### src/sv/mst_pkg.sv
// ----------------------------------------------------------------------------
// mst_pkg: shared types and constants of the multitouch slot tracker
// Event codes, register indexes, result kinds, controller states and the
// command and status records between controller and datapath.
// ----------------------------------------------------------------------------
`default_nettype none

package mst_pkg;

    localparam logic [15:0] TYPE_SYN  = 16'd0;
    localparam logic [15:0] TYPE_ABS  = 16'd3;
    localparam logic [15:0] CODE_REPORT = 16'h0000;
    localparam logic [15:0] CODE_SLOT = 16'h002f;
    localparam logic [15:0] CODE_TID  = 16'h0039;
    localparam logic [15:0] CODE_X    = 16'h0035;
    localparam logic [15:0] CODE_Y    = 16'h0036;
    localparam logic [15:0] CODE_PRES = 16'h003a;

    localparam int CFG_IDX_W  = 3;
    localparam int CFG_DATA_W = 16;
    localparam logic [CFG_IDX_W-1:0] CFG_SCREEN_W  = 3'd0;
    localparam logic [CFG_IDX_W-1:0] CFG_SCREEN_H  = 3'd1;
    localparam logic [CFG_IDX_W-1:0] CFG_X_MAX     = 3'd2;
    localparam logic [CFG_IDX_W-1:0] CFG_Y_MAX     = 3'd3;
    localparam logic [CFG_IDX_W-1:0] CFG_PRES_MAX  = 3'd4;
    localparam logic [CFG_IDX_W-1:0] CFG_X_OFFSET  = 3'd5;
    localparam logic [CFG_IDX_W-1:0] CFG_Y_OFFSET  = 3'd6;

    localparam logic [1:0] KIND_DOWN   = 2'd0;
    localparam logic [1:0] KIND_MOTION = 2'd1;
    localparam logic [1:0] KIND_UP     = 2'd2;

    localparam int DIV_W  = 44;   // |value * factor| < 2^44
    localparam int DVSR_W = 16;
    localparam int PROD_W = 46;

    localparam logic [10:0] PRES_ZERO = 11'd0;
    localparam logic [10:0] PRES_HALF = 11'd512;
    localparam logic [10:0] PRES_FULL = 11'd1024;
    localparam logic [12:0] PRES_SCALE = 13'd1024;

    typedef enum logic [2:0] {
        EV_NONE,
        EV_SLOT,
        EV_TID_REL,
        EV_TID_CLAIM,
        EV_X,
        EV_Y,
        EV_PRES,
        EV_SYNC
    } ev_class_t;

    typedef enum logic [3:0] {
        ST_IDLE,
        ST_DECODE,
        ST_TID_ACT,
        ST_DIV_START,
        ST_DIV_WAIT,
        ST_SYNC_RD,
        ST_SYNC_EV,
        ST_SYNC_END
    } state_t;

    typedef struct packed {
        logic latch_in;
        logic set_slot;
        logic rd_en;
        logic rd_walk;
        logic claim;
        logic release_slot;
        logic emit_up;
        logic mul_go;
        logic div_start;
        logic wr_axis;
        logic wr_pres_direct;
        logic walk_clr;
        logic walk_inc;
        logic walk_emit;
        logic clr_moved;
    } cmd_t;

    typedef struct packed {
        ev_class_t ev;
        logic      slot_ok;
        logic      sel_mapped;
        logic      sel_down;
        logic      pres_direct;
        logic      walk_q;
        logic      walk_at_end;
        logic      div_done;
        logic      div_busy;
        logic      out_free;
    } status_t;

endpackage

`default_nettype wire

### src/sv/mst_div.sv
// ----------------------------------------------------------------------------
// mst_div: iterative unsigned divider
// Restoring division, one quotient bit per cycle.
// ----------------------------------------------------------------------------
`default_nettype none

module mst_div (
    input  wire logic                       clk,
    input  wire logic                       rst_n,
    input  wire logic                       start,
    input  wire logic [mst_pkg::DIV_W-1:0]  dividend,
    input  wire logic [mst_pkg::DVSR_W-1:0] divisor,
    output logic                            busy,
    output logic                            done,
    output logic [mst_pkg::DIV_W-1:0]       quotient
);
    localparam int CNT_W = $clog2(mst_pkg::DIV_W + 1);

    logic [mst_pkg::DIV_W-1:0]  quo_reg, quo_next;
    logic [mst_pkg::DVSR_W:0]   rem_reg, rem_next;
    logic [mst_pkg::DVSR_W-1:0] dvsr_reg;
    logic [CNT_W-1:0]           cnt_reg;
    logic                       busy_reg, done_reg;
    logic [mst_pkg::DVSR_W:0]   trial;
    logic                       fits;

    always_comb
    begin
        trial    = {rem_reg[mst_pkg::DVSR_W-1:0], quo_reg[mst_pkg::DIV_W-1]};
        fits     = trial >= {1'b0, dvsr_reg};
        rem_next = fits ? trial - {1'b0, dvsr_reg} : trial;
        quo_next = {quo_reg[mst_pkg::DIV_W-2:0], fits};
    end

    always_ff @(posedge clk or negedge rst_n)
    begin
        if (!rst_n)
        begin
            busy_reg <= 1'b0;
            done_reg <= 1'b0;
            cnt_reg  <= '0;
        end
        else
        begin
            done_reg <= 1'b0;
            if (start)
            begin
                busy_reg <= 1'b1;
                cnt_reg  <= CNT_W'(mst_pkg::DIV_W);
            end
            else if (busy_reg)
            begin
                cnt_reg <= cnt_reg - 1'b1;
                if (cnt_reg == CNT_W'(1))
                begin
                    busy_reg <= 1'b0;
                    done_reg <= 1'b1;
                end
            end
        end
    end

    always_ff @(posedge clk)
    begin
        if (start)
        begin
            quo_reg  <= dividend;
            rem_reg  <= '0;
            dvsr_reg <= divisor;
        end
        else if (busy_reg)
        begin
            quo_reg <= quo_next;
            rem_reg <= rem_next;
        end
    end

    assign busy     = busy_reg;
    assign done     = done_reg;
    assign quotient = quo_reg;
endmodule

`default_nettype wire

### src/sv/mst_datapath.sv
// ----------------------------------------------------------------------------
// mst_datapath: slot table, scaling and result register
// Holds configuration, slot flags, per-slot memories, the scaling multiplier
// and divider, calibration and the output register.
// ----------------------------------------------------------------------------
`default_nettype none

module mst_datapath #(
    parameter int SLOTS = 16
) (
    input  wire logic                           clk,
    input  wire logic                           rst_n,
    input  wire logic                           cfg_we,
    input  wire logic [mst_pkg::CFG_IDX_W-1:0]  cfg_index,
    input  wire logic [mst_pkg::CFG_DATA_W-1:0] cfg_data,
    input  wire logic [15:0]                    in_type,
    input  wire logic [15:0]                    in_code,
    input  wire logic [31:0]                    in_value,
    input  wire mst_pkg::cmd_t                  cmd,
    output mst_pkg::status_t                    status,
    input  wire logic                           out_ready,
    output logic                                out_valid,
    output logic [1:0]                          out_kind,
    output logic [30:0]                         out_id,
    output logic [11:0]                         out_x,
    output logic [11:0]                         out_y,
    output logic [10:0]                         out_pres,
    output logic                                out_last
);
    localparam int IW = (SLOTS > 1) ? $clog2(SLOTS) : 1;

    // configuration
    logic [12:0]        scr_w_reg, scr_h_reg;
    logic [15:0]        x_max_reg, y_max_reg, p_max_reg;
    logic signed [13:0] x_off_reg, y_off_reg;

    always_ff @(posedge clk or negedge rst_n)
    begin
        if (!rst_n)
        begin
            scr_w_reg <= 13'd1024;
            scr_h_reg <= 13'd768;
            x_max_reg <= 16'd4095;
            y_max_reg <= 16'd4095;
            p_max_reg <= 16'd255;
            x_off_reg <= '0;
            y_off_reg <= '0;
        end
        else if (cfg_we)
        begin
            case (cfg_index)
                mst_pkg::CFG_SCREEN_W: scr_w_reg <= cfg_data[12:0];
                mst_pkg::CFG_SCREEN_H: scr_h_reg <= cfg_data[12:0];
                mst_pkg::CFG_X_MAX:    x_max_reg <= cfg_data;
                mst_pkg::CFG_Y_MAX:    y_max_reg <= cfg_data;
                mst_pkg::CFG_PRES_MAX: p_max_reg <= cfg_data;
                mst_pkg::CFG_X_OFFSET: x_off_reg <= $signed(cfg_data[13:0]);
                mst_pkg::CFG_Y_OFFSET: y_off_reg <= $signed(cfg_data[13:0]);
                default: ;
            endcase
        end
    end

    // latched event and slot select
    logic [15:0]        type_reg, code_reg;
    logic signed [31:0] val_reg;
    logic [31:0]        sel_reg;
    logic [IW-1:0]      sel_idx;
    logic [IW-1:0]      walk_reg;

    always_ff @(posedge clk)
    begin
        if (cmd.latch_in)
        begin
            type_reg <= in_type;
            code_reg <= in_code;
            val_reg  <= $signed(in_value);
        end
    end

    always_ff @(posedge clk or negedge rst_n)
    begin
        if (!rst_n)
        begin
            sel_reg  <= '0;
            walk_reg <= '0;
        end
        else
        begin
            if (cmd.set_slot)
                sel_reg <= val_reg;
            if (cmd.walk_clr)
                walk_reg <= '0;
            else if (cmd.walk_inc)
                walk_reg <= walk_reg + 1'b1;
        end
    end

    assign sel_idx = sel_reg[IW-1:0];

    mst_pkg::ev_class_t ev;
    always_comb
    begin
        ev = mst_pkg::EV_NONE;
        if (type_reg == mst_pkg::TYPE_ABS)
        begin
            case (code_reg)
                mst_pkg::CODE_SLOT: ev = mst_pkg::EV_SLOT;
                mst_pkg::CODE_TID:
                    ev = (val_reg == -32'sd1) ? mst_pkg::EV_TID_REL
                                              : mst_pkg::EV_TID_CLAIM;
                mst_pkg::CODE_X:    ev = mst_pkg::EV_X;
                mst_pkg::CODE_Y:    ev = mst_pkg::EV_Y;
                mst_pkg::CODE_PRES: ev = mst_pkg::EV_PRES;
                default:            ev = mst_pkg::EV_NONE;
            endcase
        end
        else if (type_reg == mst_pkg::TYPE_SYN && code_reg == mst_pkg::CODE_REPORT)
            ev = mst_pkg::EV_SYNC;
    end

    // slot flags
    logic [SLOTS-1:0] mapped_reg, down_reg, has_pos_reg, moved_reg;
    logic [SLOTS-1:0] qual;
    logic             more_after;
    logic [31:0]      rd_tid;

    assign qual = mapped_reg & ((~down_reg & has_pos_reg) | (down_reg & moved_reg));

    always_comb
    begin
        more_after = 1'b0;
        for (int j = 0; j < SLOTS; j++)
            if (IW'(j) > walk_reg && qual[j])
                more_after = 1'b1;
    end

    always_ff @(posedge clk or negedge rst_n)
    begin
        if (!rst_n)
        begin
            mapped_reg  <= '0;
            down_reg    <= '0;
            has_pos_reg <= '0;
            moved_reg   <= '0;
        end
        else
        begin
            if (cmd.claim)
            begin
                if (!mapped_reg[sel_idx] || rd_tid != val_reg)
                    down_reg[sel_idx] <= 1'b0;
                mapped_reg[sel_idx]  <= 1'b1;
                has_pos_reg[sel_idx] <= 1'b0;
                moved_reg[sel_idx]   <= 1'b0;
            end
            if (cmd.release_slot)
            begin
                mapped_reg[sel_idx]  <= 1'b0;
                down_reg[sel_idx]    <= 1'b0;
                has_pos_reg[sel_idx] <= 1'b0;
                moved_reg[sel_idx]   <= 1'b0;
            end
            if (cmd.wr_axis || cmd.wr_pres_direct)
            begin
                moved_reg[sel_idx] <= 1'b1;
                if (ev == mst_pkg::EV_Y)
                    has_pos_reg[sel_idx] <= 1'b1;
            end
            if (cmd.walk_emit)
                down_reg[walk_reg] <= 1'b1;
            if (cmd.clr_moved)
                moved_reg <= '0;
        end
    end

    // per-slot memories, registered read
    logic [31:0]        tid_mem [SLOTS];
    logic signed [31:0] sx_mem  [SLOTS];
    logic signed [31:0] sy_mem  [SLOTS];
    logic [10:0]        sp_mem  [SLOTS];
    logic [11:0]        rx_mem  [SLOTS];
    logic [11:0]        ry_mem  [SLOTS];
    logic [10:0]        rp_mem  [SLOTS];

    logic [IW-1:0]      rd_addr;
    logic signed [31:0] rd_sx, rd_sy;
    logic [10:0]        rd_sp, rd_rp;
    logic [11:0]        rd_rx, rd_ry;

    assign rd_addr = cmd.rd_walk ? walk_reg : sel_idx;

    always_ff @(posedge clk)
    begin
        if (cmd.rd_en)
        begin
            rd_tid <= tid_mem[rd_addr];
            rd_sx  <= sx_mem[rd_addr];
            rd_sy  <= sy_mem[rd_addr];
            rd_sp  <= sp_mem[rd_addr];
            rd_rx  <= rx_mem[rd_addr];
            rd_ry  <= ry_mem[rd_addr];
            rd_rp  <= rp_mem[rd_addr];
        end
    end

    // scaling: product register, then divider
    logic [12:0]                 factor;
    logic [15:0]                 dvsr_raw;
    logic [mst_pkg::DVSR_W-1:0]  dvsr;
    logic signed [mst_pkg::PROD_W-1:0] prod_reg;
    logic [mst_pkg::PROD_W-1:0]  mag_full;
    logic [mst_pkg::DIV_W-1:0]   quo;
    logic                        div_busy, div_done;
    logic signed [31:0]          axis_res;
    logic                        pres_direct;
    logic [10:0]                 pres_direct_val;

    always_comb
    begin
        case (ev)
            mst_pkg::EV_X:
            begin
                factor   = scr_w_reg;
                dvsr_raw = x_max_reg;
            end
            mst_pkg::EV_Y:
            begin
                factor   = scr_h_reg;
                dvsr_raw = y_max_reg;
            end
            default:
            begin
                factor   = mst_pkg::PRES_SCALE;
                dvsr_raw = p_max_reg;
            end
        endcase
        dvsr = (dvsr_raw == '0) ? 16'd1 : dvsr_raw;
    end

    always_ff @(posedge clk)
    begin
        if (cmd.mul_go)
            prod_reg <= mst_pkg::PROD_W'(val_reg) *
                        mst_pkg::PROD_W'($signed({1'b0, factor}));
    end

    assign mag_full = prod_reg[mst_pkg::PROD_W-1] ? mst_pkg::PROD_W'(-prod_reg)
                                                   : prod_reg;

    mst_div u_div (
        .clk      (clk),
        .rst_n    (rst_n),
        .start    (cmd.div_start),
        .dividend (mag_full[mst_pkg::DIV_W-1:0]),
        .divisor  (dvsr),
        .busy     (div_busy),
        .done     (div_done),
        .quotient (quo)
    );

    // truncating quotient, saturated to 32-bit signed
    always_comb
    begin
        if (prod_reg[mst_pkg::PROD_W-1])
        begin
            if (quo > 44'h0_8000_0000)
                axis_res = 32'sh8000_0000;
            else
                axis_res = $signed(~quo[31:0] + 32'd1);
        end
        else if (quo > 44'h0_7fff_ffff)
            axis_res = 32'sh7fff_ffff;
        else
            axis_res = $signed(quo[31:0]);
    end

    assign pres_direct = (p_max_reg == '0) || (val_reg <= 32'sd0) ||
                         ($signed({1'b0, val_reg}) >= $signed({17'b0, p_max_reg}));
    assign pres_direct_val = (p_max_reg == '0) ? mst_pkg::PRES_HALF :
                             (val_reg <= 32'sd0) ? mst_pkg::PRES_ZERO :
                             mst_pkg::PRES_FULL;

    // calibration: add offset, clamp to [0, min(scr-1, 4095)]
    function automatic logic [11:0] calib(input logic signed [31:0] v,
                                          input logic signed [13:0] off,
                                          input logic [12:0] scr);
        logic signed [33:0] p;
        logic signed [33:0] hi;
        begin
            p  = 34'(v) + 34'(off);
            hi = $signed({21'b0, scr}) - 34'sd1;
            if (p > hi)
                p = hi;
            if (p > 34'sd4095)
                p = 34'sd4095;
            if (p < 34'sd0)
                p = 34'sd0;
            return p[11:0];
        end
    endfunction

    logic [11:0] cal_x, cal_y;
    assign cal_x = calib(rd_sx, x_off_reg, scr_w_reg);
    assign cal_y = calib(rd_sy, y_off_reg, scr_h_reg);

    // memory writes
    always_ff @(posedge clk)
    begin
        if (cmd.claim)
            tid_mem[sel_idx] <= val_reg;
    end

    always_ff @(posedge clk)
    begin
        if (cmd.claim)
            sx_mem[sel_idx] <= '0;
        else if (cmd.wr_axis && ev == mst_pkg::EV_X)
            sx_mem[sel_idx] <= axis_res;
    end

    always_ff @(posedge clk)
    begin
        if (cmd.claim)
            sy_mem[sel_idx] <= '0;
        else if (cmd.wr_axis && ev == mst_pkg::EV_Y)
            sy_mem[sel_idx] <= axis_res;
    end

    always_ff @(posedge clk)
    begin
        if (cmd.claim)
            sp_mem[sel_idx] <= mst_pkg::PRES_HALF;
        else if (cmd.wr_pres_direct)
            sp_mem[sel_idx] <= pres_direct_val;
        else if (cmd.wr_axis && ev == mst_pkg::EV_PRES)
            sp_mem[sel_idx] <= quo[10:0];
    end

    always_ff @(posedge clk)
    begin
        if (cmd.walk_emit)
        begin
            rx_mem[walk_reg] <= cal_x;
            ry_mem[walk_reg] <= cal_y;
            rp_mem[walk_reg] <= rd_sp;
        end
    end

    // output register
    logic        ov_reg;
    logic [1:0]  ok_reg;
    logic [30:0] oid_reg;
    logic [11:0] ox_reg, oy_reg;
    logic [10:0] op_reg;
    logic        ol_reg;
    logic        out_free;

    assign out_free = !ov_reg || out_ready;

    always_ff @(posedge clk or negedge rst_n)
    begin
        if (!rst_n)
            ov_reg <= 1'b0;
        else if (cmd.emit_up || cmd.walk_emit)
            ov_reg <= 1'b1;
        else if (out_ready)
            ov_reg <= 1'b0;
    end

    always_ff @(posedge clk)
    begin
        if (cmd.emit_up)
        begin
            ok_reg  <= mst_pkg::KIND_UP;
            oid_reg <= rd_tid[30:0];
            ox_reg  <= rd_rx;
            oy_reg  <= rd_ry;
            op_reg  <= rd_rp;
            ol_reg  <= 1'b1;
        end
        else if (cmd.walk_emit)
        begin
            ok_reg  <= down_reg[walk_reg] ? mst_pkg::KIND_MOTION : mst_pkg::KIND_DOWN;
            oid_reg <= rd_tid[30:0];
            ox_reg  <= cal_x;
            oy_reg  <= cal_y;
            op_reg  <= rd_sp;
            ol_reg  <= !more_after;
        end
    end

    assign out_valid = ov_reg;
    assign out_kind  = ok_reg;
    assign out_id    = oid_reg;
    assign out_x     = ox_reg;
    assign out_y     = oy_reg;
    assign out_pres  = op_reg;
    assign out_last  = ol_reg;

    always_comb
    begin
        status             = '0;
        status.ev          = ev;
        status.slot_ok     = sel_reg < 32'(SLOTS);
        status.sel_mapped  = mapped_reg[sel_idx];
        status.sel_down    = down_reg[sel_idx];
        status.pres_direct = pres_direct;
        status.walk_q      = qual[walk_reg];
        status.walk_at_end = walk_reg == IW'(SLOTS - 1);
        status.div_done    = div_done;
        status.div_busy    = div_busy;
        status.out_free    = out_free;
    end
endmodule

`default_nettype wire

### config.mk
export PLATFORM = sky130hd
export DESIGN_NAME = mst_datapath
export DESIGN_NICKNAME = d
export VERILOG_FILES = /design/src/sv/mst_pkg.sv /design/src/sv/mst_div.sv /design/src/sv/mst_datapath.sv
export SDC_FILE = /design/constraint.sdc
export NUM_CORES = 2
export LEC_CHECK = 0
export BUFFER_PORTS_ARGS = -buffer_cell sky130_fd_sc_hd__buf_2
export CAP_MARGIN = 5
export CORE_MARGIN = 5
export CORE_UTILIZATION = 30
export DETAILED_ROUTE_END_ITERATION = 7
export PLACE_DENSITY = 0.4
export REMOVE_ABC_BUFFERS = 1
export SLEW_MARGIN = 20
export SYNTH_ARGS = -nofsm -noshare
export SYNTH_HDL_FRONTEND = slang
export SYNTH_SLANG_ARGS = --single-unit
### constraint.sdc
create_clock -name clk -period 12.05 [get_ports clk]
set_clock_uncertainty 0.15 [all_clocks]
set_input_delay 0.6025 -clock clk [delete_from_list [all_inputs] [get_ports clk]]
set_output_delay 0.6025 -clock clk [all_outputs]
set_load 0.05 [all_outputs]
==> summary.md <==
| Metric | Value |
|---|---|
| Outcome | `complete, no violations` |
| Reg2Reg Launch Point | `type_reg[8]$_DFFE_PP_` |
| Clock transition at path regs | `~60 ps` |
| Die area | `0.471 mm^2` |
| Layout Nets | `12398` |
| FFs w/ async S/R, synth | `0.0733` |
| Total wire length | `468000 um` |
| Die Y | `686 um` |
| Placed cell count | `17206` |
| Worst reg2reg path depth | `31` |
| Static leakage | `57.3 nW` |
| Kind of critical path | `reg2reg` |
| Post-Synthesis Cells | `around 11000` |
| Synth area leaders | `edfxtp_1 58%, nand2_1 7.4%, fa_1 5.6%` |
| GP Congestion | `roughly 0.81` |
| Critical path capture point type | `register` |
| # hold bufs at CTS | `87` |
| Primary FF master, synth | `edfxtp_1` |
| EDFF count, synth | `2649` |
| Layout cells sized above 1 | `0.108` |
| Yosys warns | `0` |
| Worst Path Required | `12570 ps` |
| Setup violators final | `0` |
| Core area | `roughly 0.46 mm^2` |
| CTS tree | `done` |
| Ports | `184` |
| Crit Path Max Fanout | `31` |
| CP arrival | `10710 ps` |
| Fin cells | `17917` |
| Post-route cell area | `0.157 mm^2` |
| Grt total ovfl | `0` |
| Min-Delay Path Class | `in2reg` |
| CP startpoint | `type_reg[8]$_DFFE_PP_` |
| Max Slew Vio Count | `0` |
| Pint | `approximately 20 mW` |
| Iteration count of the initial detailed-routing pass | `6` |
| Final hold violations | `0` |
| Clock sink total | `2879` |
| Synth area leader | `edfxtp_1` |
| RSZ-0062 raised after global routing | `false` |
| Synthesized area | `0.137 mm^2` |
| Clock Tree Buf Depth | `4` |
| Number of buffers added on ports | `183` |
| Vias in the first global route | `91408` |
| Average instance area after synthesis | `11.9 um^2` |
| WP buf/inv | `7` |
| Die X | `686 um` |
| Clk network pwr share | `0.339` |
| Sequential-to-total area share from yosys stat | `0.622` |
| Number of remaining DRC errors | `0` |
| Overall Global Routing Usage | `0.193` |
| Final worst-path setup slack | `1860 ps` |
| Largest stage delay, worst path | `820 ps` |
| Min cycle time layout | `10190 ps` |
| Via count | `92071` |
| Area delta synth->final | `14.4%` |
| Max-slew headroom | `0.210` |
| Gate power share | `0.217` |
| H-tree Lvls | `5` |
| Vias/cell | `about 5.1` |
| Synth cell types | `109` |
| Initial Utilization | `0.301` |
| Place WS | `1850 ps` |
| Power Density | `183 mW/mm^2` |
| Most common cell in the netlist | `nand2_1` |
| Hold-critical path depth | `2` |
| Initial DRC count | `7802` |
| Worst path depth | `31` |
| MaxCap Viol Count | `0` |
| Initial antenna violation count | `53` |
| Min-delay src | `cmd[6]` |
| Switching pwr | `9.06 mW` |
| Worst-Skew Late Latency | `930 ps` |
| Clock tree root driver cell | `clkbuf_16` |
| Post-synth top cells | `2687 x nand2_1, 2649 x edfxtp_1, 1087 x nand3_1, 650 x clkbuf_1, 534 x inv_1` |
| VDD IR max | `0.000142 V` |
| HPWL after detailed placement | `278000 um` |
| Antenna-violating nets left | `0` |
| Total CTS buffers | `roughly 340` |
| Final core utilization | `0.344` |
| Worst Setup Start Kind | `register` |
| First-pass GRT wire length | `670000 um` |
| Crit path max-delay family | `adder cells` |
| Post-DR wirelength/cell | `around 26 um` |
| Peak Freq | `between 90 and 100 MHz` |
| Top flop regs | `sx_mem x512, sy_mem x512, tid_mem x512` |
| Setup Fix Bufs, Post-CTS | `0` |
| Worst-Margin Slew | `around 1200 ps` |
| Final Cycle Share | `0.846` |
| Crit path max-delay cell type | `o21ai_4` |
| Sw Share | `0.315` |
| # rows | `between 200 and 250` |
| Synthesis-stage register bit count | `2879` |
| Top cell type's share of synthesized area | `0.580` |
| Post_cts resized | `0` |
| Reg power frac | `0.444` |
| Largest net degree at the start of global routing | `159` |
| Setup TNS | `0 ps` |
| Area after DPL | `between 0.1 and 0.15 mm^2` |
[final timing paths]
check	end	slack [ps]
min reg2reg	u_div.rem_reg[15]$_SDFFE_PP0P_	320
max	prod_reg[45]$_DFFE_PP_	1860
min in group asynchronous	out_valid$_DFFE_PN0P_	140
max reg2reg	prod_reg[45]$_DFFE_PP_	1860
min	u_div.cnt_reg[5]$_DFFE_PN0P_	120
max in group asynchronous	y_off_reg[9]$_DFFE_PN0P_	10160
[layout make-up]
cell class	count	area [um^2]
repair buffers	513	3810
well taps	6000	7510
diodes	12	30.0
flip-flops and latches	2879	85300
clock inverters	160	1280
multi-input cells	7366	47700
clock buffers	452	9110
fillers	44822	299000
inverters	535	2020
[cell families (layout without fill, tap and decap cells)]
logic type / after synthesis / count (layout) / share of synthesized area
compound gates: 1282 / 1282 / 0.0642
buf+inv: 1234 / 1660 / 0.0344
xor+xnor: 194 / 194 / 0.0124
fa+ha+maj: 662 / 662 / 0.0813
mux: 258 / 258 / 0.0243
flops: 2879 / 2879 / 0.622
other cells: 0 / 12 / 0
simple gates: 4970 / 4970 / 0.161
[cell usage in the layout, fill, tap and decap left out, types with 73 or more instances in the layout]
cell | netlist | routed
and2_1 | 229 | 229
a31oi_1 | 175 | 173
a21oi_1 | 242 | 241
buf_2 | 8 | 178
mux2_2 | 164 | 161
nor2_1 | 398 | 328
clkbuf_16 | 0 | 344
nand2_1 | 2687 | 2687
fa_1 | 381 | 381
edfxtp_1 | 2649 | 2649
o21ai_0 | 206 | 200
nand3_1 | 1087 | 1087
nor3_1 | 85 | 83
dfrtp_1 | 176 | 176
and3_1 | 173 | 173
buf_4 | 6 | 232
clkbuf_1 | 650 | 98
inv_1 | 534 | 517
clkinv_1 | 1 | 73
a311oi_1 | 277 | 277
dlygate4sd3_1 | 0 | 87
xnor2_1 | 112 | 112
xor2_1 | 82 | 82
ha_1 | 281 | 281
[metrics by stage]
step / hold WS (ps) / power (mW)
2_1_floorplan: 157 / 18.0
3_3_place_gp: 280 / 19.2
3_5_place_dp: 295 / 19.3
4_1_cts: 19.9 / 29.1
5_1_grt: 76.2 / 30.1
6_report: 119 / 28.8
[layer usage]
metal  global-route usage  share of wire  up-vias
li1                     -              -    41433
met5                    0        0.00010        -
met3               0.0194          0.045      629
met2                0.322           0.48     2455
met4               0.0506          0.028        8
met1                0.269           0.45    47546
[power by group through the flow]
stage          logic, mW  registers, mW  clock network [mW]
6_report            6.24           12.8                9.76
5_1_grt             6.88           12.8                10.4
4_1_cts             6.37           12.8                10.0
3_5_place_dp        6.32           13.0                   0
3_3_place_gp        6.23           12.9                   0
2_1_floorplan       5.00           13.0                   0
Note: power is estimated with default switching activity, not from simulation.
