--- src/sv/mst_pkg.sv ---
// ----------------------------------------------------------------------------
// mst_pkg: shared types and constants of the multitouch slot tracker
// Event codes, register indexes, result kinds, controller states and the
// command and status records between controller and datapath.
// ----------------------------------------------------------------------------
`default_nettype none

package mst_pkg;

    localparam logic [15:0] TYPE_SYN  = 16'd0;
    localparam logic [15:0] TYPE_ABS  = 16'd3;
    localparam logic [15:0] CODE_REPORT = 16'h0000;
    localparam logic [15:0] CODE_SLOT = 16'h002f;
    localparam logic [15:0] CODE_TID  = 16'h0039;
    localparam logic [15:0] CODE_X    = 16'h0035;
    localparam logic [15:0] CODE_Y    = 16'h0036;
    localparam logic [15:0] CODE_PRES = 16'h003a;

    localparam int CFG_IDX_W  = 3;
    localparam int CFG_DATA_W = 16;
    localparam logic [CFG_IDX_W-1:0] CFG_SCREEN_W  = 3'd0;
    localparam logic [CFG_IDX_W-1:0] CFG_SCREEN_H  = 3'd1;
    localparam logic [CFG_IDX_W-1:0] CFG_X_MAX     = 3'd2;
    localparam logic [CFG_IDX_W-1:0] CFG_Y_MAX     = 3'd3;
    localparam logic [CFG_IDX_W-1:0] CFG_PRES_MAX  = 3'd4;
    localparam logic [CFG_IDX_W-1:0] CFG_X_OFFSET  = 3'd5;
    localparam logic [CFG_IDX_W-1:0] CFG_Y_OFFSET  = 3'd6;

    localparam logic [1:0] KIND_DOWN   = 2'd0;
    localparam logic [1:0] KIND_MOTION = 2'd1;
    localparam logic [1:0] KIND_UP     = 2'd2;

    localparam int DIV_W  = 44;   // |value * factor| < 2^44
    localparam int DVSR_W = 16;
    localparam int PROD_W = 46;

    localparam logic [10:0] PRES_ZERO = 11'd0;
    localparam logic [10:0] PRES_HALF = 11'd512;
    localparam logic [10:0] PRES_FULL = 11'd1024;
    localparam logic [12:0] PRES_SCALE = 13'd1024;

    typedef enum logic [2:0] {
        EV_NONE,
        EV_SLOT,
        EV_TID_REL,
        EV_TID_CLAIM,
        EV_X,
        EV_Y,
        EV_PRES,
        EV_SYNC
    } ev_class_t;

    typedef enum logic [3:0] {
        ST_IDLE,
        ST_DECODE,
        ST_TID_ACT,
        ST_DIV_START,
        ST_DIV_WAIT,
        ST_SYNC_RD,
        ST_SYNC_EV,
        ST_SYNC_END
    } state_t;

    typedef struct packed {
        logic latch_in;
        logic set_slot;
        logic rd_en;
        logic rd_walk;
        logic claim;
        logic release_slot;
        logic emit_up;
        logic mul_go;
        logic div_start;
        logic wr_axis;
        logic wr_pres_direct;
        logic walk_clr;
        logic walk_inc;
        logic walk_emit;
        logic clr_moved;
    } cmd_t;

    typedef struct packed {
        ev_class_t ev;
        logic      slot_ok;
        logic      sel_mapped;
        logic      sel_down;
        logic      pres_direct;
        logic      walk_q;
        logic      walk_at_end;
        logic      div_done;
        logic      div_busy;
        logic      out_free;
    } status_t;

endpackage

`default_nettype wire

--- src/sv/mst_ctrl.sv ---
// ----------------------------------------------------------------------------
// mst_ctrl: sequencer of the slot tracker
// Accepts one event, steps the datapath through it, then returns to idle.
// ----------------------------------------------------------------------------
`default_nettype none

module mst_ctrl (
    input  wire logic             clk,
    input  wire logic             rst_n,
    input  wire logic             evt_valid,
    output logic                  evt_ready,
    input  wire mst_pkg::status_t status,
    output mst_pkg::cmd_t         cmd
);
    mst_pkg::state_t state_reg, state_next;

    always_ff @(posedge clk or negedge rst_n)
    begin
        if (!rst_n)
            state_reg <= mst_pkg::ST_IDLE;
        else
            state_reg <= state_next;
    end

    always_comb
    begin
        state_next = state_reg;
        cmd        = '0;
        evt_ready  = 1'b0;
        case (state_reg)
            mst_pkg::ST_IDLE:
            begin
                evt_ready = 1'b1;
                if (evt_valid)
                begin
                    cmd.latch_in = 1'b1;
                    state_next   = mst_pkg::ST_DECODE;
                end
            end
            mst_pkg::ST_DECODE:
            begin
                state_next = mst_pkg::ST_IDLE;
                case (status.ev)
                    mst_pkg::EV_SLOT: cmd.set_slot = 1'b1;
                    mst_pkg::EV_SYNC:
                    begin
                        cmd.walk_clr = 1'b1;
                        state_next   = mst_pkg::ST_SYNC_RD;
                    end
                    mst_pkg::EV_TID_REL, mst_pkg::EV_TID_CLAIM:
                    begin
                        if (status.slot_ok)
                        begin
                            cmd.rd_en  = 1'b1;
                            state_next = mst_pkg::ST_TID_ACT;
                        end
                    end
                    mst_pkg::EV_X, mst_pkg::EV_Y, mst_pkg::EV_PRES:
                    begin
                        if (status.slot_ok && status.sel_mapped)
                        begin
                            if (status.ev == mst_pkg::EV_PRES && status.pres_direct)
                                cmd.wr_pres_direct = 1'b1;
                            else
                            begin
                                cmd.mul_go = 1'b1;
                                state_next = mst_pkg::ST_DIV_START;
                            end
                        end
                    end
                    default: ;
                endcase
            end
            mst_pkg::ST_TID_ACT:
            begin
                state_next = mst_pkg::ST_IDLE;
                if (status.ev == mst_pkg::EV_TID_CLAIM)
                    cmd.claim = 1'b1;
                else if (status.sel_mapped)
                begin
                    if (status.sel_down)
                    begin
                        if (status.out_free)
                        begin
                            cmd.emit_up      = 1'b1;
                            cmd.release_slot = 1'b1;
                        end
                        else
                            state_next = mst_pkg::ST_TID_ACT;
                    end
                    else
                        cmd.release_slot = 1'b1;
                end
            end
            mst_pkg::ST_DIV_START:
            begin
                cmd.div_start = 1'b1;
                state_next    = mst_pkg::ST_DIV_WAIT;
            end
            mst_pkg::ST_DIV_WAIT:
            begin
                if (status.div_done)
                begin
                    cmd.wr_axis = 1'b1;
                    state_next  = mst_pkg::ST_IDLE;
                end
            end
            mst_pkg::ST_SYNC_RD:
            begin
                if (status.walk_q)
                begin
                    cmd.rd_en   = 1'b1;
                    cmd.rd_walk = 1'b1;
                    state_next  = mst_pkg::ST_SYNC_EV;
                end
                else if (status.walk_at_end)
                    state_next = mst_pkg::ST_SYNC_END;
                else
                    cmd.walk_inc = 1'b1;
            end
            mst_pkg::ST_SYNC_EV:
            begin
                if (status.out_free)
                begin
                    cmd.walk_emit = 1'b1;
                    if (status.walk_at_end)
                        state_next = mst_pkg::ST_SYNC_END;
                    else
                    begin
                        cmd.walk_inc = 1'b1;
                        state_next   = mst_pkg::ST_SYNC_RD;
                    end
                end
            end
            mst_pkg::ST_SYNC_END:
            begin
                cmd.clr_moved = 1'b1;
                state_next    = mst_pkg::ST_IDLE;
            end
            default: state_next = mst_pkg::ST_IDLE;
        endcase
    end
endmodule

`default_nettype wire

--- config.mk ---
export PLATFORM = sky130hd
export DESIGN_NAME = mst_ctrl
export DESIGN_NICKNAME = d
export VERILOG_FILES = /design/src/sv/mst_pkg.sv /design/src/sv/mst_ctrl.sv
export SDC_FILE = /design/constraint.sdc
export NUM_CORES = 1
export LEC_CHECK = 0
export BUFFER_PORTS_ARGS = -buffer_cell sky130_fd_sc_hd__buf_2
export CAP_MARGIN = 10
export CORE_AREA = 4 4 41 43
export CTS_CLUSTER_DIAMETER = 150
export DETAILED_ROUTE_END_ITERATION = 16
export DIE_AREA = 0 0 45 47
export GPL_ROUTABILITY_DRIVEN = 0
export MAX_ROUTING_LAYER = met4
export PLACE_DENSITY = 0.72
export SETUP_SLACK_MARGIN = 0.15
export SYNTH_ARGS = -nofsm -noshare
export SYNTH_HDL_FRONTEND = slang
export SYNTH_SLANG_ARGS = --single-unit
--- constraint.sdc ---
create_clock -name clk -period 2.2 [get_ports clk]
set_clock_uncertainty 0.05 [all_clocks]
set_input_delay 0.22 -clock clk [delete_from_list [all_inputs] [get_ports clk]]
set_output_delay 0.22 -clock clk [all_outputs]
set_load 0.05 [all_outputs]
==> summary.txt, run 1 <==
Cells and area
  • Max FFs per register: 3
  • Count of filler cells inserted in the layout: 144
  • Ant diodes: 0
  • Final net count: 112
  • Fraction of final layout cells sized beyond drive strength 1: 0.448
  • Syn-to-layout area delta: 44.4%
  • Sequential cell area: approximately 75 µm²
  • Footprint of the multi-input gates: 325 µm²
  • Final design area excluding fillers: 634 µm²
  • Util after Layout: 0.488

Critical path
  • Crit start category: register
  • Start-to-end type of the worst setup path: register to output pin
  • Largest fanout of any net on the critical path: 15
  • Data arrival time of the critical path: between 1.5 and 2 ns
  • Worst R2R Path Depth: 4
  • Maximum single-stage delay on the critical path: ~0.54 ns
  • Worst Setup End Kind: output pin
  • Ordered list of cells on the worst path: nor2b_1, nand4_1, nand2b_4, inv_2, buf_2
  • Data required, critical path: 1.93 ns
  • Slowest stage cell on the critical path: dfrtp_1

Pwr
  • Cell-internal power: between 0.0003 and 0.0004 W
  • Share of total power in sequential cells: 0.182
  • Worst IR drop on VDD: 742 µV
  • Clock network fraction of design power: 0.141
  • Comb pwr share: 0.676
  • Psw: 0.000415 W
  • Switching Share: 0.578
  • Leakage power summed over all cells: around 0.36 nW
  • Pwr/cell area: 1130 nW/µm²

Run
  • Max-capacitance violation count: 0

Logic synthesis
  • Post-synthesis area per instance: 6.86 µm²
  • Synthesized area: 439 µm²
  • Register area share after synthesis: 0.171
  • Count of flip-flops with a built-in enable after synthesis: 0
  • Count of cell types in the netlist: 28
  • Most frequent cell after synthesis: nand2_1
  • Cell type contributing the most total cell area after synthesis: dfrtp_1
  • Ranking of synthesized cells by area: dfrtp_1 (17%), nand2_1 (6.8%), a21oi_1 (5.7%)
  • Synth Flop Type: dfrtp_1
  • Area share of the leading cell type in the synthesized netlist: 0.171
  • Proportion of synthesized flip-flops having asynchronous set or reset: 1.00
  • Number of cells produced by synthesis: 64
  • Synthesized netlist net count: 79
  • Top cell types by occurrence after synthesis: nand2_1 (8), nor2_1 (6), a21oi_1 (5), nor3_1 (5), nor2b_1 (4)
  • Synth warn: 0
  • Count of state elements after synthesis: 3

GRT
  • Number of antenna violations at the first check in global routing: 0
  • Total routing resource utilization after global routing: 0.144
  • Largest net degree at the start of global routing: 16
  • Via count of the first global-routing pass: between 500 and 600
  • Wire length of the first global-routing pass: around 2.1 mm
  • Sum of overflow across all layers after global routing: 0

Status
  • Status: finished clean

Routing
  • Number of iterations in the first detailed-routing pass: 4
  • Residual DRC count: 0
  • Drt initial violations: 10
  • Antenna-violating nets left: 0
  • Detailed-route wire length per cell: 11.6 µm
  • DRT Wirelength: 1.29 mm
  • Via density: 5.19
  • Detailed-route via count: around 580

Timing
  • Min cycle time layout: 1.92 ns
  • F_max: around 520 MHz
  • Endpoints failing hold: 0
  • Share of the clock period used by the worst path after layout: 0.873
  • Max Slew Vio Count: 0
  • Summed negative setup slack over all endpoints: 0 ns
  • Transition time at the pin with the least slew margin: 0.462 ns
  • RSZ-0062 raised after global routing: false
  • Count of endpoints failing setup in the final report: 0
  • Headroom to the max-slew limit: 0.692

Clocking
  • Depth of the CTS H-tree: 1
  • Clock slew seen by the registers of the worst setup and hold paths: 0.04 ns
  • Clock tree from TritonCTS: done
  • Max Root-Sink Buffers: 2
  • Clk_lat worst skew: 0.24 ns
  • Post-CTS setup buffers: 0
  • Library cell used as clock root buffer: clkbuf_4
  • Number of buffers created by CTS: 3
  • Total clock sinks: 3

Floorplan
  • Standard-cell rows: 13
  • Initial cell density of the core: 0.337
  • Total Die Area: 2120 µm²
  • Die boundary height: roughly 47 µm
  • Top Ports: 31
  • Core area: around 1300 µm²
  • Die Span X: about 45 µm

Placed design
  • Port Buf Inserts: 29
  • Half-perimeter wire length of the detailed placement result: 1.06 mm
  • Placed Area: 596 µm²

Hold path
  • Cell count of the worst hold path: 3
  • Hold WC Path Type: primary input to register
cells by family (layout without fill, tap and decap cells):
group                  count (synthesis)  count (layout)  synth area share
buffers and inverters                  9              41             0.120
AO/OA/AOI/OAI                         16              16             0.262
flip-flops                             3               3             0.171
AND/OR/NAND/NOR                       36              36             0.447
cells in the final DEF (no fill, tap or decap), types with 3 or more instances in the layout:
cell,instances
nand2_1,8
dfrtp_1,3
nor2_1,6
a21oi_1,5
clkbuf_4,3
nand2b_1,3
o21ai_0,3
inv_2,3
buf_2,29
nor2b_1,3
nor3_1,4
routing by layer:
layer | up-vias | wire length, µm | track usage
met4 | 0 | 22 | 0.0877
met2 | 28 | 630 | 0.223
met3 | 2 | 126 | 0.0268
met1 | 251 | 507 | 0.172
met5 | - | 0 | -
li1 | 295 | - | -
worst paths after layout:
| check | endpoint | startpoint | slack [ns] |
|---|---|---|---|
| setup / recovery | cmd[7] | state_reg[2] | 0.28 |
| hold / removal | state_reg[0] | evt_valid | 0.24 |
| setup reg to reg | state_reg[1] | state_reg[2] | 0.78 |
| hold reg to reg | state_reg[2] | state_reg[0] | 0.68 |
| max in group asynchronous | state_reg[1] | rst_n | 1.74 |
| min in group asynchronous | state_reg[2] | rst_n | 0.25 |
layout make-up:
| type | count | share of cell area |
|---|---|---|
| well taps | 15 | 0.0296 |
| flip-flops and latches | 3 | 0.118 |
| repair buffers | 32 | 0.268 |
| inverters | 5 | 0.0296 |
| clock buffers | 4 | 0.0414 |
| multi-input cells | 52 | 0.513 |
per-stage QoR:
stage	hold WS [ns]	total power, W	worst slack (ns)	instances
global route	0.266	0.000785	0.155	111
detailed placement	-0.0311	0.000615	0.433	106
finish	0.237	0.000719	0.280	111
floorplan	-0.126	0.000532	0.227	64
global placement	-0.0343	0.000605	0.429	106
CTS	0.228	0.000725	0.167	111
critical path: cells and delay by family, from the launching register on:
| kind | cells | cell delay (ns) |
|---|---|---|
| buf+inv | 2 | 0.29 |
| flops | 1 | 0.54 |
| simple gates | 3 | 0.57 |
power by group through the flow:
stage          Combinational [W]  Sequential, W  Clock, W
2_1_floorplan           0.000436      0.0000965         0
3_3_place_gp            0.000476       0.000130         0
3_5_place_dp            0.000485       0.000131         0
4_1_cts                 0.000487       0.000130  0.000107
5_1_grt                 0.000537       0.000138  0.000110
6_report                0.000486       0.000131  0.000102
what timing repair did:
| item | CTS | global route |
|---|---|---|
| hold buffers | 1 | 0 |
| setup endpoints to repair | 0 | 3 |
| gates resized for setup | 0 | 1 |
| endpoints found under the hold margin | 3 | 0 |
(Power assumes the default switching activity.)
==> run 2, diff against run 1 <==
- CELL_PAD_IN_SITES_DETAIL_PLACEMENT: unset -> 1
- CELL_PAD_IN_SITES_GLOBAL_PLACEMENT: unset -> 1
- CORE_AREA: 4 4 41 43 -> unset
- CORE_MARGIN: unset -> 4
- CORE_UTILIZATION: unset -> 27
- DIE_AREA: 0 0 45 47 -> unset
- PLACE_DENSITY: 0.72 -> 0.86
==> run 2 against run 1 <==
Net effect: critical path depth up 1; die area is 10% higher; cell count rose by 0.90%; hold slack better by 0.023 ns; combinational power increased by 1%; total power is 1.3% higher; maximum frequency is 1.7% higher; sequential share of layout area increased by 0.28 points; wire length up 26%; count of clock-buffer cells in the layout unchanged; critical path type unchanged; largest cell class unchanged; largest power group unchanged.
==> summary.txt, run 2 (synthesis results as in run 1) <==
Timing
  • F_max: ~530 MHz
  • Min cycle time layout: 1.89 ns
  • Summed negative setup slack over all endpoints: 0 ns
  • Post-route worst hold slack: approximately 0.26 ns
  • RSZ-0062 raised after global routing: false
  • Share of the clock period used by the worst path after layout: 0.859
  • Count of endpoints failing setup in the final report: 0
  • Endpoints failing hold: 0
  • Headroom to the max-slew limit: 0.785
  • Transition time at the pin with the least slew margin: 0.318 ns
  • Max Slew Vio Count: 0

Clocking
  • Clk_lat worst skew: 0.23 ns
  • Max Root-Sink Buffers: 2
  • Library cell used as clock root buffer: clkbuf_4
  • Post-CTS setup buffers: 0
  • Clock tree from TritonCTS: done
  • Number of buffers created by CTS: 3
  • Clock slew seen by the registers of the worst setup and hold paths: 0.04 ns
  • Depth of the CTS H-tree: 1
  • Total clock sinks: 3

Routing
  • Antenna-violating nets left: 0
  • Drt initial violations: 8
  • Number of iterations in the first detailed-routing pass: 2
  • DRT Wirelength: between 1.5 and 2 mm
  • Detailed-route via count: approximately 600
  • Via density: 5.21
  • Detailed-route wire length per cell: between 10 and 15 µm
  • Residual DRC count: 0

Cells and area
  • Syn-to-layout area delta: 45.9%
  • Max FFs per register: 3
  • Leading cell types in the layout, fill and taps excluded: buf_2 (28), nand2_1 (8), nor2_1 (6)
  • Ant diodes: 0
  • Fraction of final layout cells sized beyond drive strength 1: 0.469
  • Count of filler cells inserted in the layout: 226
  • Final net count: 112
  • Most frequent standard cell in the layout excluding fill and tap cells: buf_2

Floorplan
  • Core area: 1520 µm²
  • Die boundary height: 48.3 µm
  • Standard-cell rows: 14
  • Top Ports: 31
  • Initial cell density of the core: 0.288
  • Die Span X: 48.3 µm
  • Total Die Area: 2340 µm²

Pwr
  • Comb pwr share: 0.676
  • Psw: 0.000421 W
  • Leakage power summed over all cells: 0.356 nW
  • Clock network fraction of design power: 0.135
  • Cell-internal power: 0.000308 W
  • Share of total power in sequential cells: 0.190
  • Worst IR drop on VDD: between 600 and 700 µV
  • Switching Share: 0.578
  • Pwr/cell area: 1140 nW/µm²

Critical path
  • Worst Setup End Kind: output pin
  • Worst setup slack for register-to-register paths: 0.78 ns
  • Kind of cell adding the most delay to the critical path: simple AND/OR/NAND/NOR gates
  • Critical R2R Launch: state_reg[1]
  • Data required, critical path: between 1.5 and 2 ns
  • Reg-to-Reg End: state_reg[1]
  • Largest fanout of any net on the critical path: 12
  • Crit start category: register
  • Slowest stage cell on the critical path: dfrtp_2
  • Ordered list of cells on the worst path: nor2b_2, buf_4, nand4_1, nand2b_4, inv_2, clkbuf_4
  • Worst R2R Path Depth: 5
  • Maximum single-stage delay on the critical path: 0.48 ns
  • Data arrival time of the critical path: 1.62 ns
  • CP bufs+invs: 3
  • Start-to-end type of the worst setup path: register to output pin

Run
  • Max-capacitance violation count: 0

GRT
  • Number of antenna violations at the first check in global routing: 0
  • Via count of the first global-routing pass: 660
  • Wire length of the first global-routing pass: 2.85 mm
  • Total routing resource utilization after global routing: 0.153
  • Sum of overflow across all layers after global routing: 0
  • Largest net degree at the start of global routing: 16

Placed design
  • Port Buf Inserts: 29
  • Half-perimeter wire length of the detailed placement result: 1.34 mm

Status
  • Status: finished clean

Hold path
  • Hold WC Path Type: primary input to asynchronous set/reset pin
[run 2: how the worst max path moves through the flow]
stage                      start  endpoint  slack, ns  cells past startpoint
global route        state_reg[1]    cmd[7]       0.19                      6
global placement    state_reg[1]    cmd[7]       0.47                      6
detailed placement  state_reg[1]    cmd[7]       0.44                      6
floorplan           state_reg[1]    cmd[3]       0.23                      4
CTS                 state_reg[1]    cmd[7]       0.18                      6
finish              state_reg[1]    cmd[7]       0.31                      6
[run 2: area by class of cell]
class / count / area (µm²) / share of cell area
flip-flops and latches: 3 / 77.6 / 0.121
well taps: 16 / 20.0 / 0.0313
repair buffers: 32 / 173 / 0.270
clock buffers: 4 / 26.3 / 0.0410
inverters: 5 / 18.8 / 0.0293
multi-input cells: 52 / 325 / 0.508
[run 2: what timing repair did]
action / in CTS / in global routing
endpoints found under the setup margin: 0 / 5
hold buffers: 1 / 0
endpoints found under the hold margin: 3 / 0
gates resized for setup: 0 / 4
[run 2: power groups by stage]
| stage | clock network (W) | logic (W) | registers [W] |
|---|---|---|---|
| 6_report | 0.0000980 | 0.000492 | 0.000138 |
| 4_1_cts | 0.000102 | 0.000495 | 0.000134 |
| 3_3_place_gp | 0 | 0.000482 | 0.000131 |
| 2_1_floorplan | 0 | 0.000436 | 0.0000965 |
| 3_5_place_dp | 0 | 0.000490 | 0.000134 |
| 5_1_grt | 0.000112 | 0.000539 | 0.000146 |
[run 2: metrics by stage]
stage	worst slack (ns)	utilization	total power, W	cells	cell area [µm²]
after CTS	0.183	0.415	0.000731	112	633
after detailed placement	0.441	0.392	0.000624	107	597
after global routing	0.194	0.420	0.000797	112	641
after floorplan	0.227	-	0.000532	64	450
after global placement	0.468	0.392	0.000613	107	597
final	0.311	0.420	0.000728	112	641
[run 2: layer usage]
metal	routed length, µm	GRT usage
met2	878	0.265
met3	66	0.0429
met1	649	0.168
met4	21	0.0461
met5	0	-
==> run 3, diff against run 2 <==
- CORE_MARGIN: 4 -> unset
==> run 3 against run 2 <==
Net effect: flip-flop and latch count did not move; sequential power rose by 7%; worst setup slack got worse by 0.025 ns; hold slack improved by 0.0042 ns; sequential share of layout area fell by 0.078 points; via count fell by 1.7%; clock power rose by 4%; utilization rose by 0.074 points; critical path depth fell by 1; maximum frequency fell by 1.3%; first-iteration DRC count fell by 25%; critical path type unchanged; highest routed layer unchanged.
==> summary.txt, run 3 (synthesis results as in run 1) <==
Status
  • Status: finished clean

Critical path
  • Slowest stage cell on the critical path: dfrtp_1
  • Data arrival time of the critical path: 1.64 ns
  • Worst Setup End Kind: output pin
  • Data required, critical path: 1.93 ns
  • Start-to-end type of the worst setup path: register to output pin
  • Kind of cell adding the most delay to the critical path: flip-flops
  • Ordered list of cells on the worst path: nor2b_1, buf_4, and3_1, nand2b_1, buf_2
  • CP bufs+invs: 2
  • Largest fanout of any net on the critical path: 12
  • Maximum single-stage delay on the critical path: 0.49 ns
  • Crit start category: register

Timing
  • Slack of the critical path: 0.286 ns
  • Share of the clock period used by the worst path after layout: 0.870
  • Min cycle time layout: 1.91 ns
  • Endpoints failing hold: 0
  • Headroom to the max-slew limit: 0.747
  • Count of endpoints failing setup in the final report: 0
  • F_max: 522 MHz
  • RSZ-0062 raised after global routing: false
  • Summed negative setup slack over all endpoints: 0 ns
  • Transition time at the pin with the least slew margin: 0.375 ns
  • Max Slew Vio Count: 0

GRT
  • Total routing resource utilization after global routing: 0.187
  • Wire length of the first global-routing pass: 2.55 mm
  • Sum of overflow across all layers after global routing: 0
  • Largest net degree at the start of global routing: 13
  • Number of antenna violations at the first check in global routing: 0
  • Via count of the first global-routing pass: 553

Cells and area
  • Syn-to-layout area delta: 44.4%
  • Non-filler cells in the finished layout: 112
  • Fraction of final layout cells sized beyond drive strength 1: 0.448
  • Leading cell types in the layout, fill and taps excluded: buf_2 (29), nand2_1 (8), nor2_1 (6)
  • Final net count: ~110
  • Max FFs per register: 3
  • Ant diodes: 0
  • Most frequent standard cell in the layout excluding fill and tap cells: buf_2

Pwr
  • Pwr/cell area: 1150 nW/µm²
  • Cell-internal power: 0.000301 W
  • Share of total power in sequential cells: 0.201
  • Switching Share: 0.587
  • Comb pwr share: 0.659
  • Psw: approximately 0.00043 W
  • Leakage power summed over all cells: 0.358 nW
  • Clock network fraction of design power: 0.140
  • Worst IR drop on VDD: 641 µV

Floorplan
  • Top Ports: 31
  • Core area: 1510 µm²
  • Initial cell density of the core: 0.292
  • Die boundary height: 42.3 µm
  • Die Span X: 42.3 µm
  • Standard-cell rows: 14
  • Total Die Area: 1790 µm²

Clocking
  • Library cell used as clock root buffer: clkbuf_4
  • Clock tree from TritonCTS: done
  • Clock slew seen by the registers of the worst setup and hold paths: 0.04 ns
  • Max Root-Sink Buffers: 2
  • Total clock sinks: 3
  • Depth of the CTS H-tree: 1
  • Clk_lat worst skew: 0.24 ns
  • Post-CTS setup buffers: 0
  • Number of buffers created by CTS: 3

Routing
  • Residual DRC count: 0
  • Detailed-route via count: between 500 and 600
  • Number of iterations in the first detailed-routing pass: 4
  • Drt initial violations: 6
  • Via density: 5.13
  • DRT Wirelength: 1.50 mm
  • Antenna-violating nets left: 0
  • Detailed-route wire length per cell: around 13 µm

Placed design
  • Half-perimeter wire length of the detailed placement result: 1.18 mm
  • Post-Place Worst Slack: 0.485 ns
  • # placed instances: 107
  • Port Buf Inserts: 29

Run
  • Max-capacitance violation count: 0

Hold path
  • Hold WC Path Type: primary input to asynchronous set/reset pin
[run 3: through the flow]
step	instance area, µm²	utilization	hold slack (ns)	total power [W]
2_1_floorplan	450	-	-0.126	0.000532
3_3_place_gp	597	0.396	-0.0345	0.000605
3_5_place_dp	597	0.396	-0.0293	0.000621
4_1_cts	633	0.420	0.260	0.000728
5_1_grt	634	0.421	0.268	0.000782
6_report	634	0.421	0.264	0.000729
[run 3: power groups by stage]
| stage | sequential [W] | clock [W] | combinational (W) |
|---|---|---|---|
| after floorplan | 0.0000965 | 0 | 0.000436 |
| after global placement | 0.000140 | 0 | 0.000465 |
| after detailed placement | 0.000143 | 0 | 0.000478 |
| after CTS | 0.000142 | 0.000105 | 0.000482 |
| after global routing | 0.000151 | 0.000112 | 0.000519 |
| final | 0.000147 | 0.000102 | 0.000480 |
[run 3: worst paths after layout]
check                             start            to  slack (ns)  cells past startpoint
min reg2reg                state_reg[0]  state_reg[2]        0.64                      2
max                        state_reg[1]       cmd[12]        0.29                      5
min in group clk              status[2]  state_reg[2]        0.28                      4
min                               rst_n  state_reg[1]        0.26                      2
max reg2reg                state_reg[2]  state_reg[0]        0.82                      4
max in group asynchronous         rst_n  state_reg[0]        1.71                      2
[run 3: timing repair]
action / CTS / global route
setup endpoints to repair: 0 / 1
hold buffers: 1 / 0
gates resized for setup: 0 / 1
endpoints found under the hold margin: 3 / 0
[run 3: routing by layer]
layer,vias to the layer above,track usage,routed length [µm]
met5,-,-,0
met4,0,0.0563,14
met2,23,0.308,739
met1,258,0.239,684
met3,2,0.0259,64
li1,291,-,-
[run 3: cell type report]
| class | instances | area, µm² |
|---|---|---|
| fill | 207 | 872 |
| multi-input combinational | 52 | 323 |
| timing repair buffer | 32 | 170 |
| sequential | 3 | 76.3 |
| clock buffer | 4 | 26.3 |
| tap | 16 | 20.0 |
| inverter | 5 | 18.8 |
